File: config.mk
export PLATFORM = sky130hd
export DESIGN_NAME = async_hdlc_deframer
export DESIGN_NICKNAME = d
export VERILOG_FILES = /design/src/rtl/adf_pkg.sv /design/src/rtl/async_hdlc_deframer.sv /design/src/rtl/adf_core.sv
export SDC_FILE = /design/constraint.sdc
export NUM_CORES = 1
export LEC_CHECK = 0
export ABC_AREA = 1
export BUFFER_PORTS_ARGS = -buffer_cell sky130_fd_sc_hd__buf_2
export CORE_ASPECT_RATIO = 0.8
export CORE_MARGIN = 4
export CORE_UTILIZATION = 60
export CTS_BUF_LIST = sky130_fd_sc_hd__clkbuf_16
export CTS_CLUSTER_DIAMETER = 120
export DETAILED_ROUTE_END_ITERATION = 7
export PLACE_DENSITY = 0.81
export SETUP_SLACK_MARGIN = 0.4
export SLEW_MARGIN = 10
export SYNTH_ARGS = -nofsm -noshare
export SYNTH_HDL_FRONTEND = slang
export SYNTH_HIERARCHICAL = 1
export SYNTH_SLANG_ARGS = --single-unit
export TNS_END_PERCENT = 50
File: constraint.sdc
create_clock -name clk_i -period 4.6 [get_ports clk_i]
set_clock_uncertainty 0.2 [all_clocks]
set_input_delay 0 -clock clk_i [delete_from_list [all_inputs] [get_ports clk_i]]
set_output_delay 0 -clock clk_i [all_outputs]
set_load 0.05 [all_outputs]
File: src/rtl/adf_pkg.sv
`default_nettype none
// ----------------------------------------------------------------------------
// adf_pkg: shared types and constants for the HDLC deframer
// Byte codes, CRC-16/X.25 constants and update, frame status codes and the
// result record passed from the decode core to the output register.
// ----------------------------------------------------------------------------
package adf_pkg;

  // framing bytes
  localparam logic [7:0] FLAG_BYTE = 8'h7E;
  localparam logic [7:0] ESC_BYTE  = 8'h7D;
  localparam logic [7:0] ESC_XOR   = 8'h20;

  // CRC-16/X.25, reflected form
  localparam logic [15:0] CRC_PRESET = 16'hFFFF;
  localparam logic [15:0] CRC_POLY   = 16'h8408;
  localparam logic [15:0] CRC_GOOD   = 16'hF0B8;

  // field widths
  localparam int unsigned LEN_W = 13;

  // number of FCS bytes held back at the tail of a frame
  localparam logic [LEN_W-1:0] FCS_BYTES = LEN_W'(2);

  // size limit after reset
  localparam logic [LEN_W-1:0] CFG_RESET = LEN_W'(4096);

  typedef enum logic [2:0] {
    ST_GOOD  = 3'd0,
    ST_CRC   = 3'd1,
    ST_RUNT  = 3'd2,
    ST_ABORT = 3'd3,
    ST_BIG   = 3'd4
  } status_e;

  typedef struct packed {
    logic             data_valid;
    logic [7:0]       payload;
    logic             frame_end;
    status_e          status;
    logic [LEN_W-1:0] length;
  } result_t;

  // one byte through the reflected CRC, LSB first
  function automatic logic [15:0] crc_update(input logic [15:0] crc_in,
                                             input logic [7:0]  data);
    logic [15:0] crc;
    crc = crc_in ^ {8'h00, data};
    for (int i = 0; i < 8; i++) begin
      if (crc[0]) begin
        crc = (crc >> 1) ^ CRC_POLY;
      end else begin
        crc = crc >> 1;
      end
    end
    return crc;
  endfunction

endpackage
`default_nettype wire

File: src/rtl/async_hdlc_deframer.sv
`default_nettype none
// ----------------------------------------------------------------------------
// async_hdlc_deframer: asynchronous HDLC receive deframer with CRC-16/X.25
// Input register, byte decode with CRC, registered result stream.
// ----------------------------------------------------------------------------
// Path: input register, then byte decode, then result register. Throughput:
// one byte per cycle unless m_axis_tready stalls the result register, set by
// the byte-wide CRC update and count/limit compare between those registers.
// Reset (asynchronous, active low): escape, hunt and frame state cleared,
// CRC preset, size limit to 4096 (capped at MAX_FRAME), both stages empty.
module async_hdlc_deframer #(
  parameter int unsigned MAX_FRAME = 4096
) (
  input  wire                       clk_i,
  input  wire                       rst_ni,
  // configuration: max_frame_size
  input  wire                       cfg_we_i,
  input  wire  [adf_pkg::LEN_W-1:0] cfg_wdata_i,
  // received bytes
  input  wire                       s_axis_tvalid,
  output logic                      s_axis_tready,
  input  wire  [7:0]                s_axis_tdata,   // [7:0] rx_byte
  // decoded stream
  output logic                      m_axis_tvalid,
  input  wire                       m_axis_tready,
  output logic [23:0]               m_axis_tdata,   // [7:0] payload_byte,
                                                    // [10:8] frame_status,
                                                    // [23:11] frame_length
  output logic                      m_axis_tlast,   // frame_end
  output logic                      m_axis_tuser    // data_valid
);
  import adf_pkg::*;

  localparam int unsigned LEN_MAX = (1 << LEN_W) - 1;
  localparam int unsigned LIM_CAP = (MAX_FRAME > LEN_MAX) ? LEN_MAX : MAX_FRAME;
  localparam int unsigned CNT_W   = $clog2(LIM_CAP + 1);
  localparam logic [LEN_W-1:0] LIM_CAP_V = LEN_W'(LIM_CAP);

  logic             in_valid_q, in_valid_d;
  logic [7:0]       in_byte_q;
  logic             in_adv;
  logic [LEN_W-1:0] limit_q;
  logic             out_valid_q, out_valid_d;
  result_t          out_q;
  logic             res_valid;
  result_t          res;

  // size limit, capped on write
  always_ff @(posedge clk_i or negedge rst_ni) begin
    if (!rst_ni) begin
      limit_q <= (CFG_RESET > LIM_CAP_V) ? LIM_CAP_V : CFG_RESET;
    end else if (cfg_we_i) begin
      limit_q <= (cfg_wdata_i > LIM_CAP_V) ? LIM_CAP_V : cfg_wdata_i;
    end
  end

  // input stage handshake
  assign in_adv        = in_valid_q && (!out_valid_q || m_axis_tready);
  assign s_axis_tready = !in_valid_q || in_adv;

  always_comb begin
    in_valid_d = in_valid_q;
    if (s_axis_tready) begin
      in_valid_d = s_axis_tvalid;
    end
  end

  always_ff @(posedge clk_i or negedge rst_ni) begin
    if (!rst_ni) begin
      in_valid_q <= 1'b0;
    end else begin
      in_valid_q <= in_valid_d;
    end
  end

  always_ff @(posedge clk_i) begin
    if (s_axis_tready && s_axis_tvalid) begin
      in_byte_q <= s_axis_tdata;
    end
  end

  // decode core
  adf_core #(
    .CNT_W (CNT_W)
  ) u_core (
    .clk_i       (clk_i),
    .rst_ni      (rst_ni),
    .adv_i       (in_adv),
    .byte_i      (in_byte_q),
    .limit_i     (limit_q),
    .res_valid_o (res_valid),
    .res_o       (res)
  );

  // result register
  assign out_valid_d = in_adv ? res_valid : (out_valid_q && !m_axis_tready);

  always_ff @(posedge clk_i or negedge rst_ni) begin
    if (!rst_ni) begin
      out_valid_q <= 1'b0;
    end else begin
      out_valid_q <= out_valid_d;
    end
  end

  always_ff @(posedge clk_i) begin
    if (in_adv && res_valid) begin
      out_q <= res;
    end
  end

  assign m_axis_tvalid = out_valid_q;
  assign m_axis_tdata  = {out_q.length, 3'(out_q.status), out_q.payload};
  assign m_axis_tlast  = out_q.frame_end;
  assign m_axis_tuser  = out_q.data_valid;

endmodule
`default_nettype wire

File: src/rtl/adf_core.sv
`default_nettype none
// ----------------------------------------------------------------------------
// adf_core: frame decode state and CRC
// Holds escape, hunt, open-frame, CRC, byte count and the two-byte hold-back.
// Each request advanced updates state in one step and may give one result.
// ----------------------------------------------------------------------------
module adf_core #(
  parameter int unsigned CNT_W = 13
) (
  input  wire                          clk_i,
  input  wire                          rst_ni,
  input  wire                          adv_i,
  input  wire  [7:0]                   byte_i,
  input  wire  [adf_pkg::LEN_W-1:0]    limit_i,
  output logic                         res_valid_o,
  output adf_pkg::result_t             res_o
);
  import adf_pkg::*;

  logic             esc_q, esc_d;
  logic             hunt_q, hunt_d;
  logic             open_q, open_d;
  logic [15:0]      crc_q, crc_d;
  logic [CNT_W-1:0] cnt_q, cnt_d;
  logic [1:0]       held_cnt_q, held_cnt_d;
  logic [7:0]       held0_q, held0_d;
  logic [7:0]       held1_q, held1_d;

  logic [7:0]       chr;
  logic [LEN_W-1:0] cnt_ext;

  assign chr     = esc_q ? (byte_i ^ ESC_XOR) : byte_i;
  assign cnt_ext = LEN_W'(cnt_q);

  // next state and result
  always_comb begin
    esc_d       = esc_q;
    hunt_d      = hunt_q;
    open_d      = open_q;
    crc_d       = crc_q;
    cnt_d       = cnt_q;
    held_cnt_d  = held_cnt_q;
    held0_d     = held0_q;
    held1_d     = held1_q;
    res_valid_o = 1'b0;
    res_o       = '0;
    if (adv_i) begin
      priority if (byte_i == ESC_BYTE) begin
        esc_d = 1'b1;
      end else if (byte_i != FLAG_BYTE) begin
        // data byte, ignored while hunting
        if (!hunt_q) begin
          esc_d  = 1'b0;
          open_d = 1'b1;
          if (cnt_ext >= limit_i) begin
            res_valid_o     = 1'b1;
            res_o.frame_end = 1'b1;
            res_o.status    = ST_BIG;
            res_o.length    = cnt_ext;
            open_d          = 1'b0;
            crc_d           = CRC_PRESET;
            cnt_d           = '0;
            held_cnt_d      = '0;
            hunt_d          = 1'b1;
          end else begin
            cnt_d = cnt_q + CNT_W'(1);
            crc_d = crc_update(crc_q, chr);
            if (held_cnt_q == 2'd2) begin
              res_valid_o      = 1'b1;
              res_o.data_valid = 1'b1;
              res_o.payload    = held0_q;
              held0_d          = held1_q;
              held1_d          = chr;
            end else begin
              if (held_cnt_q == 2'd0) begin
                held0_d = chr;
              end else begin
                held1_d = chr;
              end
              held_cnt_d = held_cnt_q + 2'd1;
            end
          end
        end
      end else if (esc_q) begin
        // escape then flag: abort
        esc_d      = 1'b0;
        hunt_d     = 1'b1;
        open_d     = 1'b0;
        crc_d      = CRC_PRESET;
        cnt_d      = '0;
        held_cnt_d = '0;
        if (open_q) begin
          res_valid_o     = 1'b1;
          res_o.frame_end = 1'b1;
          res_o.status    = ST_ABORT;
          res_o.length    = cnt_ext;
        end
      end else if (hunt_q) begin
        hunt_d = 1'b0;
      end else if (open_q) begin
        // closing flag
        open_d          = 1'b0;
        crc_d           = CRC_PRESET;
        cnt_d           = '0;
        held_cnt_d      = '0;
        res_valid_o     = 1'b1;
        res_o.frame_end = 1'b1;
        priority if (crc_q != CRC_GOOD) begin
          res_o.status = ST_CRC;
          res_o.length = cnt_ext;
        end else if (cnt_ext < FCS_BYTES) begin
          res_o.status = ST_RUNT;
          res_o.length = cnt_ext;
        end else begin
          res_o.status = ST_GOOD;
          res_o.length = cnt_ext - FCS_BYTES;
        end
      end else begin
        // padding flag between frames: no change
      end
    end
  end

  // control state
  always_ff @(posedge clk_i or negedge rst_ni) begin
    if (!rst_ni) begin
      esc_q      <= 1'b0;
      hunt_q     <= 1'b0;
      open_q     <= 1'b0;
      crc_q      <= CRC_PRESET;
      cnt_q      <= '0;
      held_cnt_q <= '0;
    end else begin
      esc_q      <= esc_d;
      hunt_q     <= hunt_d;
      open_q     <= open_d;
      crc_q      <= crc_d;
      cnt_q      <= cnt_d;
      held_cnt_q <= held_cnt_d;
    end
  end

  // held-back bytes, read only once two are held
  always_ff @(posedge clk_i) begin
    held0_q <= held0_d;
    held1_q <= held1_d;
  end

`ifndef ASSERT_OFF
  a_hunt_closed: assert property (@(posedge clk_i) disable iff (!rst_ni)
    hunt_q |-> !open_q)
    else $error("hunt mode with a frame open");

  a_data_needs_two: assert property (@(posedge clk_i) disable iff (!rst_ni)
    (res_valid_o && res_o.data_valid) |-> (held_cnt_q == 2'd2 && open_q))
    else $error("payload byte without two bytes held");

  a_end_closes: assert property (@(posedge clk_i) disable iff (!rst_ni)
    (res_valid_o && res_o.frame_end) |=> (!open_q && cnt_q == '0 && crc_q == CRC_PRESET))
    else $error("frame state not cleared after frame end");

  a_held_range: assert property (@(posedge clk_i) disable iff (!rst_ni)
    (held_cnt_q != 2'd3) && ((held_cnt_q == 2'd0) || open_q))
    else $error("hold-back count out of range");
`endif

endmodule
`default_nettype wire

# Word-level counts from Yosys, hierarchy flattened
# Index checks and enable logic that the tools add are counted.
# W data, S select, Z words.
# classes
addsub	3
n_lt_le_gt_ge	3
n_eq_ne	9
muxes	99
bitwise_logic	16
reduce_logical	22
# op_table
operator	count
$mux W16	50
$mux W17	7
$mux W13	7
$mux W8	4
$not A2 Y3	8
$mux W1	21
$reduce_and A6 Y1	3
$ne A16 B16 Y1 const B	1
$xor A16 B8 Y16	1
$mux W15	1
$mux W2	7
$add A13 B1 Y13 const B	1
$ge A13 B13 Y1	1
$gt A13 B13 Y1 const B	1
$lt A13 B2 Y1 const B	1
$sub A13 B2 Y13 const B	1
$mux W9	1
$eq A8 B7 Y1 const B	1
$ne A8 B7 Y1 const B	1
$not A1 Y1	7
$mux W6	1
$ne A3 B3 Y1 const B	2
$reduce_or A6 Y1	1
$reduce_and A5 Y1	1
14 further kinds	22
# word_totals
ff_bits	99
input_bits	26

# Longest topological paths before layout
# Gate-level depths: netlist of the first run.
# depth
ltp_word	57
ltp_mapped	13

# Cells and area by module
# Netlist of the first run, hierarchy kept.
# modules_own_cells
module	instances	cells_per_inst	area_per_inst_um2
adf_core	1	637	4282.9
async_hdlc_deframer	1	139	1750.4

# Worst setup path before layout of the first run
# Ideal clock, no wire load.
# synth_timing
path_kind	reg-to-reg
startpoint	reg out_valid_q, in the netlist m_axis_tvalid
endpoint	reg out_q, in the netlist m_axis_tdata[0], enable pin
setup_ps	442
arrival_ps	3589
setup_slack_ps	369
stages_incl_launch_ff	13
n_path_buf	1
path_cell_list	dfrtp_1 nand2_1 inv_1 nor2_1 nand2_2 buf_6 nor3_4 inv_1 nand2_1 nand2_1 nand2_1 inv_1 nor3_1
# synth_between
elab_chain_len	5
# synth_lines
element	line_no	source
start, declared	async_hdlc_deframer.sv:43	logic out_valid_q, out_valid_d;
start signal, assigned	async_hdlc_deframer.sv:102	out_valid_q <= out_valid_d;
$logic_not A1 Y1	async_hdlc_deframer.sv:58	assign in_adv = in_valid_q && (!out_valid_q || m_axis_tready);
$logic_or A1 B1 Y1	async_hdlc_deframer.sv:58	
$logic_and A1 B1 Y1	async_hdlc_deframer.sv:58	
named net in_adv	async_hdlc_deframer.sv:41	logic in_adv;
$mux W1	adf_core.sv:47	if (adv_i) begin
named net res_valid	async_hdlc_deframer.sv:45	logic res_valid;
$logic_and A1 B1 Y1	async_hdlc_deframer.sv:107	if (in_adv && res_valid) begin
end signal, assigned	async_hdlc_deframer.sv:108	out_q <= res;
end, declared	async_hdlc_deframer.sv:44	result_t out_q;
# The timed path passes the listed nets, and every way through them passes these cells.
# A chain may end at the register's enable or synchronous reset.

# Worst setup path in the final report of the first run
# layout_timing
startpoint	reg limit_q[12]
endpoint	reg u_core.held0_q[5], enable pin
# layout_between
elab_chain_len	3
# layout_lines
element	line_no	source
start, declared	async_hdlc_deframer.sv:42	logic [LEN_W-1:0] limit_q;
start signal, assigned	async_hdlc_deframer.sv:51	limit_q <= (CFG_RESET > LIM_CAP_V) ? LIM_CAP_V : CFG_RESET;
start signal, assigned	async_hdlc_deframer.sv:53	limit_q <= (cfg_wdata_i > LIM_CAP_V) ? LIM_CAP_V : cfg_wdata_i;
$ge A13 B13 Y1	adf_core.sv:55	if (cnt_ext >= limit_i) begin
$not A1 Y1 (no line)	-	
$reduce_and A6 Y1 (no line)	-	
end signal, assigned	adf_core.sv:145	held0_q <= held0_d;
end, declared	adf_core.sv:26	logic [7:0] held0_q, held0_d;
# No other way between the ends.

==> out/qor.yml, run 1 <==
grt_pass1_vias: 5119
min_period_ns: 3.49
ant_nets: 0
ioPinCount: 54
first_iter_violations: 608
finalCritPeriodShare_pct: 75.9
grt.overflow.total: 0
hold_viol_final: 0
htree_num_levels: 3
wl_mm: 14.8
initial_utilization_pct: 62.0
fmax_mhz: 286
final_cell_mix: "nand2_1, inv_1, nor2_1"
ys_seq_elements: 99
rrSetupSlack_ns: 1.11
crit_fanout: 17
grt_max_degree: 50
syn2layout_area_growth_pct: 17.7
cpLargestDelayFamily: "simple AND/OR/NAND/NOR gates"
grt_pass1_wl_mm: 24.5
clockRootBuffer: "clkbuf_16"
clockBufferDepth: 2
start_kind: "register"
antenna_found_initial: 0
finalNonFillerCells: 1006
synth_top_area_share_pct: 24.9
drive_above_1_share_pct: 14.0
fp.dieW_um: 120
synth.area.top_cells: "edfxtp_1, nand2_1, dfrtp_1, dfstp_2, inv_1"
critical_path_depth: 11
syn-instance-count: 776
syn-cell-area_um2: 6030
vdd_drop_max_mv: 0.286
fp.dieH_um: 97.7
gp_congestion: 0.941
hold_depth: 4
synth_seq_area_share_pct: 45.6
ys_async_sr_fraction_pct: 49.5
synth_nets: 821
cpMaxStageDelayCell: "a21oi_1"
worstRegToRegCells: 11
leakage_nw: 3.38
track_usage_pct: 25.8
io_buffers: 53
cts.sinks: 99
status: "complete, no violations"
final_common_cell: "nand2_1"
via_per_inst: 5.39
hold_end: "limit_q[12]"
cts_tree: "done"
slew_viol_final: 0
syn_area_per_cell_um2: 7.77
drc: 0
worstReg2RegEnd: "u_core/held0_q[5]"
worst-slew-pin-transition_ns: 1.07
synth_ff_type: "edfxtp_1"
vias: 5423
worstSetupEndpointType: "register"
worst_ep_arrival_time_ns: 3.27
fin_hold_ws_ns: 0.0714
drt_pass1_iterations: 5
worst-path-buf-inv: 2
slowest_delay_ns: 0.64
synth_edf_count: 50
wl_per_cell_um: 14.7
maxSlewHeadroom_pct: 28.7
dp_hpwl_mm: 10.5
r2r_start: "limit_q[12]"
path_class: "register to register"
min_path_type: "input pin to register"
setup_viol: 0
synth_top_area_cell: "edfxtp_1"
finalSetupTns_ns: 0
yosysWarnings: 6
dp.cells: 943
post_cts.repair.setup_buffers: 0
crit_chain: "inv_1 -> ha_1 -> nand2_1 -> nor2_1 -> nand2_1 -> nor2_1 -> nor2_1 -> nand3_2 -> inv_1 -> nand2_4 -> a21oi_1"
rsz0062_at_grt: "no"
hold_path_startpoint: "cfg_we_i"
core_area_um2: 9730
cpMostUsedCell: "nor2_1"
rows: 32
clk_latency_ns: 0.35
diodes: 0
synth_cell_types: 40
final_nets: 910
numCtsBuffers: 9
powerDensity_nw_per_um2: 324
cp_data_required_time_ns: 4.38
die_area_um2: 11700
max_cap_viol_count: 0
clk_pin_slew_worst_paths_ns: 0.07
==> routing by layer <==
| metal | GRT usage (%) | up-vias | share of wire, % | routed length [um] |
|---|---|---|---|---|
| li1 | - | 2632 | - | - |
| met1 | 36.9 | 2483 | 45 | 6590 |
| met2 | 40.2 | 275 | 45 | 6630 |
| met3 | 4.89 | 33 | 8.8 | 1300 |
| met4 | 7.39 | 0 | 1.8 | 259 |
| met5 | 0 | - | 0 | 0 |
==> registers in the layout (all words and copies together), names as in the netlist, 2 cells and up <==
name               cells
in_byte_q              8
limit_q               13
m_axis_tdata          24
u_core/cnt_ext        13
u_core/crc_q          16
u_core/held0_q         8
u_core/held1_q         8
u_core/held_cnt_q      2
==> cell type report <==
cell class / instances / area, um^2
Sequential cell: 99 / 2750
Multi-Input combinational cell: 537 / 2710
Fill cell: 738 / 2630
Timing Repair Buffer: 101 / 743
Inverter: 117 / 444
Clock buffer: 9 / 225
Tap cell: 136 / 170
Clock inverter: 7 / 61.3
==> what timing repair did <==
| item | 4_1_cts | 5_1_grt |
|---|---|---|
| setup endpoints to repair | 0 | 0 |
| endpoints found under the hold margin | 72 | 0 |
| resized for setup | 0 | 0 |
| hold buffers | 47 | 0 |
==> through the flow <==
stage	cell area (um^2)	worst slack [ns]	util (%)	total power [mW]
after floorplan	6040	1.14	-	1.42
after global placement	6350	1.30	65.2	1.53
after detailed placement	6350	1.18	65.2	1.55
after CTS	7100	1.15	73.0	2.30
after global routing	7100	0.846	73.0	2.42
final	7100	1.11	73.0	2.30
==> worst register-to-register path: stages (launching register included) <==
cell and delay, ns:
dfstp_2 0.53, inv_1 0.04, ha_1 0.31, nand2_1 0.08, nor2_1 0.05, nand2_1 0.07
nor2_1 0.04, nor2_1 0.17, nand3_2 0.34, inv_1 0.43, nand2_4 0.21, a21oi_1 0.64
==> worst max-delay path by stage <==
stage	start	endpoint	slack [ns]
global placement	in_byte_q[4]	m_axis_tdata[20]	1.30
finish	limit_q[12]	u_core/held0_q[5]	1.11
CTS	limit_q[12]	u_core/held0_q[7]	1.15
floorplan	m_axis_tvalid	m_axis_tdata[0]	1.14
detailed placement	limit_q[12]	u_core/held0_q[2]	1.18
global route	limit_q[12]	u_core/held0_q[1]	0.85
==> cells in the mapped netlist (6+ instances only) <==
library cell,count
a21oi_1,15
buf_2,14
dfrtp_1,32
dfstp_2,17
edfxtp_1,50
ha_1,19
inv_1,109
inv_2,6
nand2_1,234
nand3_1,61
nand4_1,17
nor2_1,98
nor3_1,8
o21ai_0,13
o21ai_1,15
xnor2_1,13
xor2_1,12
==> where the power goes <==
group / total (mW) / internal, mW / leakage [nW] / switching [mW]
Combinational: 0.495 / 0.186 / 2.27 / 0.309
Sequential: 1.08 / 0.996 / 0.977 / 0.0828
Clock: 0.728 / 0.376 / 0.128 / 0.352
Total: 2.30 / 1.56 / 3.38 / 0.743
==> cell families after synthesis <==
family                   after synthesis  synth area share (%)
buffers and inverters                140                  9.71
flip-flops                            99                  45.6
AND/OR/NAND/NOR                      441                  32.1
AO/OA/AOI/OAI                         52                  5.02
adder cells (fa/ha/maj)               19                  3.94
XOR/XNOR                              25                  3.63
Note: power is estimated with default switching activity, not from simulation.
==> inputs of run 2 (changes only) <==
- ABC_AREA: 1 -> 0
- PLACE_DENSITY: 0.81 -> 0.82
- clock period: 4.6 -> 3.7 ns (I/O delays scaled with it)
==> out/qor.yml, run 2 <==
synth_nets: 591  # -28%
crit_fanout: 9  # -8
final_nets: 700  # -23%
slew_viol_final: 0  # unchanged
setup_viol: 0  # unchanged
ant_nets: 0  # unchanged
core_area_um2: 8710  # -10%
post_cts.repair.setup_buffers: 0  # unchanged
syn2layout_area_growth_pct: 21.9
n_fill_cell: 575  # -22%
numCtsBuffers: 9  # unchanged
clockBufferDepth: 2  # unchanged
grt_max_degree: 50  # unchanged
synth_edf_count: 50  # unchanged
cts_tree: "done"
finalSetupTns_ns: 0  # unchanged
grt_pass1_wl_mm: 24.7  # +0.67%
hold_viol_final: 0  # unchanged
min_period_ns: 3.14  # -0.349 ns
diodes: 0  # unchanged
grt.overflow.total: 0  # unchanged
ys_seq_elements: 99  # unchanged
clk_latency_ns: 0.35  # about the same
drc: 0  # unchanged
dp.cells: 706  # -25%
antenna_found_initial: 0  # unchanged
worstRegToRegCells: 9  # -2
ys_async_sr_fraction_pct: 49.5  # unchanged
max_cap_viol_count: 0  # unchanged
cpMaxStageDelayCell: "or3b_2"
synth_cell_types: 62  # +55%
gp_congestion: 0.940  # -0.11%
crit_chain: "buf_4 -> inv_1 -> ha_1 -> or3b_2 -> or3b_1 -> nor4_1 -> xnor2_1 -> a21oi_1 -> nor4b_1"
worst-slew-pin-transition_ns: 0.767  # -0.298 ns
slowest_delay_ns: 0.53  # -0.11 ns
leakage_nw: 2.74  # -19%
rows: 30  # -6.3%
powerDensity_nw_per_um2: 491  # +52%
drt_pass1_iterations: 8  # +3
worstReg2RegEnd: "m_axis_tdata[22]"
cts.sinks: 99  # unchanged
syn_area_per_cell_um2: 10.1  # +29%
wl_per_cell_um: 20.5  # +39%
fp.dieW_um: 115  # -4.3%
rsz0062_at_grt: "yes"
ioPinCount: 54  # unchanged
final_cell_mix: "buf_2, a21oi_1, dlygate4sd3_1, edfxtp_1, nor2_1"
fmax_mhz: 318  # +11%
multi_input_area_um2: 2410  # -11%
power_mw: 3.29  # +43%
initial_utilization_pct: 63.1  # +1.1 points
clk_pin_slew_worst_paths_ns: 0.06  # about the same
synth.area.top_cells: "edfxtp_1, dfrtp_1, dfstp_2, a21oi_1, ha_1"
syn-cell-area_um2: 5490  # -8.9%
io_buffers: 53  # unchanged
largest_reg_flops: 24  # unchanged
vdd_drop_max_mv: 0.541  # +89%
maxSlewHeadroom_pct: 48.7  # +20 points
rrSetupSlack_ns: 0.56  # -0.55 ns
worstSetupEndpointType: "register"
status: "complete, no violations"
synth_ff_type: "edfxtp_1"
drive_above_1_share_pct: 20.5  # +6.4 points
seqCellArea_um2: 2750  # unchanged
grt_pass1_vias: 4702  # -8.1%
r2r_start: "u_core/cnt_ext[2]"
finalNonFillerCells: 772  # -23%
dp_hpwl_mm: 10.0  # -4.9%
synth_top_area_share_pct: 27.3  # +2.4 points
wl_mm: 15.8  # +6.9%
first_iter_violations: 516  # -15%
cp_data_required_time_ns: 3.64  # -0.74 ns
syn-instance-count: 546  # -30%
ys_top_cells_by_count: "a21oi_1, edfxtp_1, nor2_1, inv_1, nand2_1"
vias: 4806  # -11%
die_area_um2: 10800  # -8.3%
crit_end: "m_axis_tdata[22]"
wl_met2_mm: 7.53  # +14%
worst_ep_arrival_time_ns: 3.09  # -0.18 ns
htree_num_levels: 3  # unchanged
synth_top_area_cell: "edfxtp_1"
finalCritPeriodShare_pct: 85.0  # +9.0 points
fp.dieH_um: 93.6  # -4.2%
yosysWarnings: 6  # unchanged
fin_hold_ws_ns: 0.130  # +0.0583 ns
path_class: "register to register"
top_layer: "met4"
yosysMostFrequentCell: "a21oi_1"
synth_seq_area_share_pct: 50.0  # +4.5 points
clockRootBuffer: "clkbuf_16"
start_kind: "register"
min_path_type: "input pin to asynchronous set/reset pin"
wl_met1_mm: 6.40  # -2.8%
route.met3.wl_mm: 1.44  # +11%
via_per_inst: 6.23  # +15%
cp-startpoint: "u_core/cnt_ext[2]"
track_usage_pct: 29.9  # +4.1 points
## run 2: how the worst min path moves through the flow
| stage | endpoint | cells past startpoint | start |
|---|---|---|---|
| detailed placement | limit_q[6] | 2 | rst_ni |
| global route | in_byte_q[6] | 2 | s_axis_tdata[6] |
| floorplan | in_valid_q | 0 | rst_ni |
| finish | u_core/cnt_ext[8] | 3 | rst_ni |
| CTS | limit_q[9] | 3 | rst_ni |
| global placement | limit_q[3] | 2 | rst_ni |
## run 2: worst max-delay path, delay by kind of cell, from the launching register on
kind | cells | cell delay, ns
AND/OR/NAND/NOR | 4 | 1.47
flip-flops | 1 | 0.40
buffers and inverters | 2 | 0.36
adder cells (fa/ha/maj) | 1 | 0.20
XOR/XNOR | 1 | 0.20
AO/OA/AOI/OAI | 1 | 0.10
## run 2: report_power, final
part	internal [mW]	switching [mW]
logic	0.413	0.533
clock network	0.448	0.404
registers	1.36	0.134
total	2.22	1.07
## run 2: what timing repair did
item                       CTS  global route
setup endpoints to repair   26            17
gates resized for setup      1             1
hold endpoints to repair    72             0
hold buffers                50             0
## run 2: cell type report
type                            count  area share, %
Clock buffer                        9           3.36
Clock inverter                      7          0.542
Inverter                           38           2.13
Multi-Input combinational cell    374           36.0
Sequential cell                    99           41.0
Tap cell                          112           2.09
Timing Repair Buffer              133           14.8
## run 2: through the flow
step	setup WS [ns]	util [%]	instance area [um^2]
6_report	0.555	76.9	6700
5_1_grt	0.359	76.9	6700
4_1_cts	0.603	76.9	6690
3_5_place_dp	0.228	68.1	5930
3_3_place_gp	0.384	68.1	5930
2_1_floorplan	0.417	-	5500
## run 2: cell families after synthesis
logic type	synth area share (%)
compound gates	14.4
xor+xnor	4.78
fa+ha+maj	4.33
buf+inv	6.24
flops	50.0
mux	2.30
simple gates	17.9
## run 2: metal layers
layer  track usage, %  up-vias
met5                0        -
met4             9.97        0
met3             7.12       45
met2             48.1      296
met1             39.9     2303
li1                 -     2162
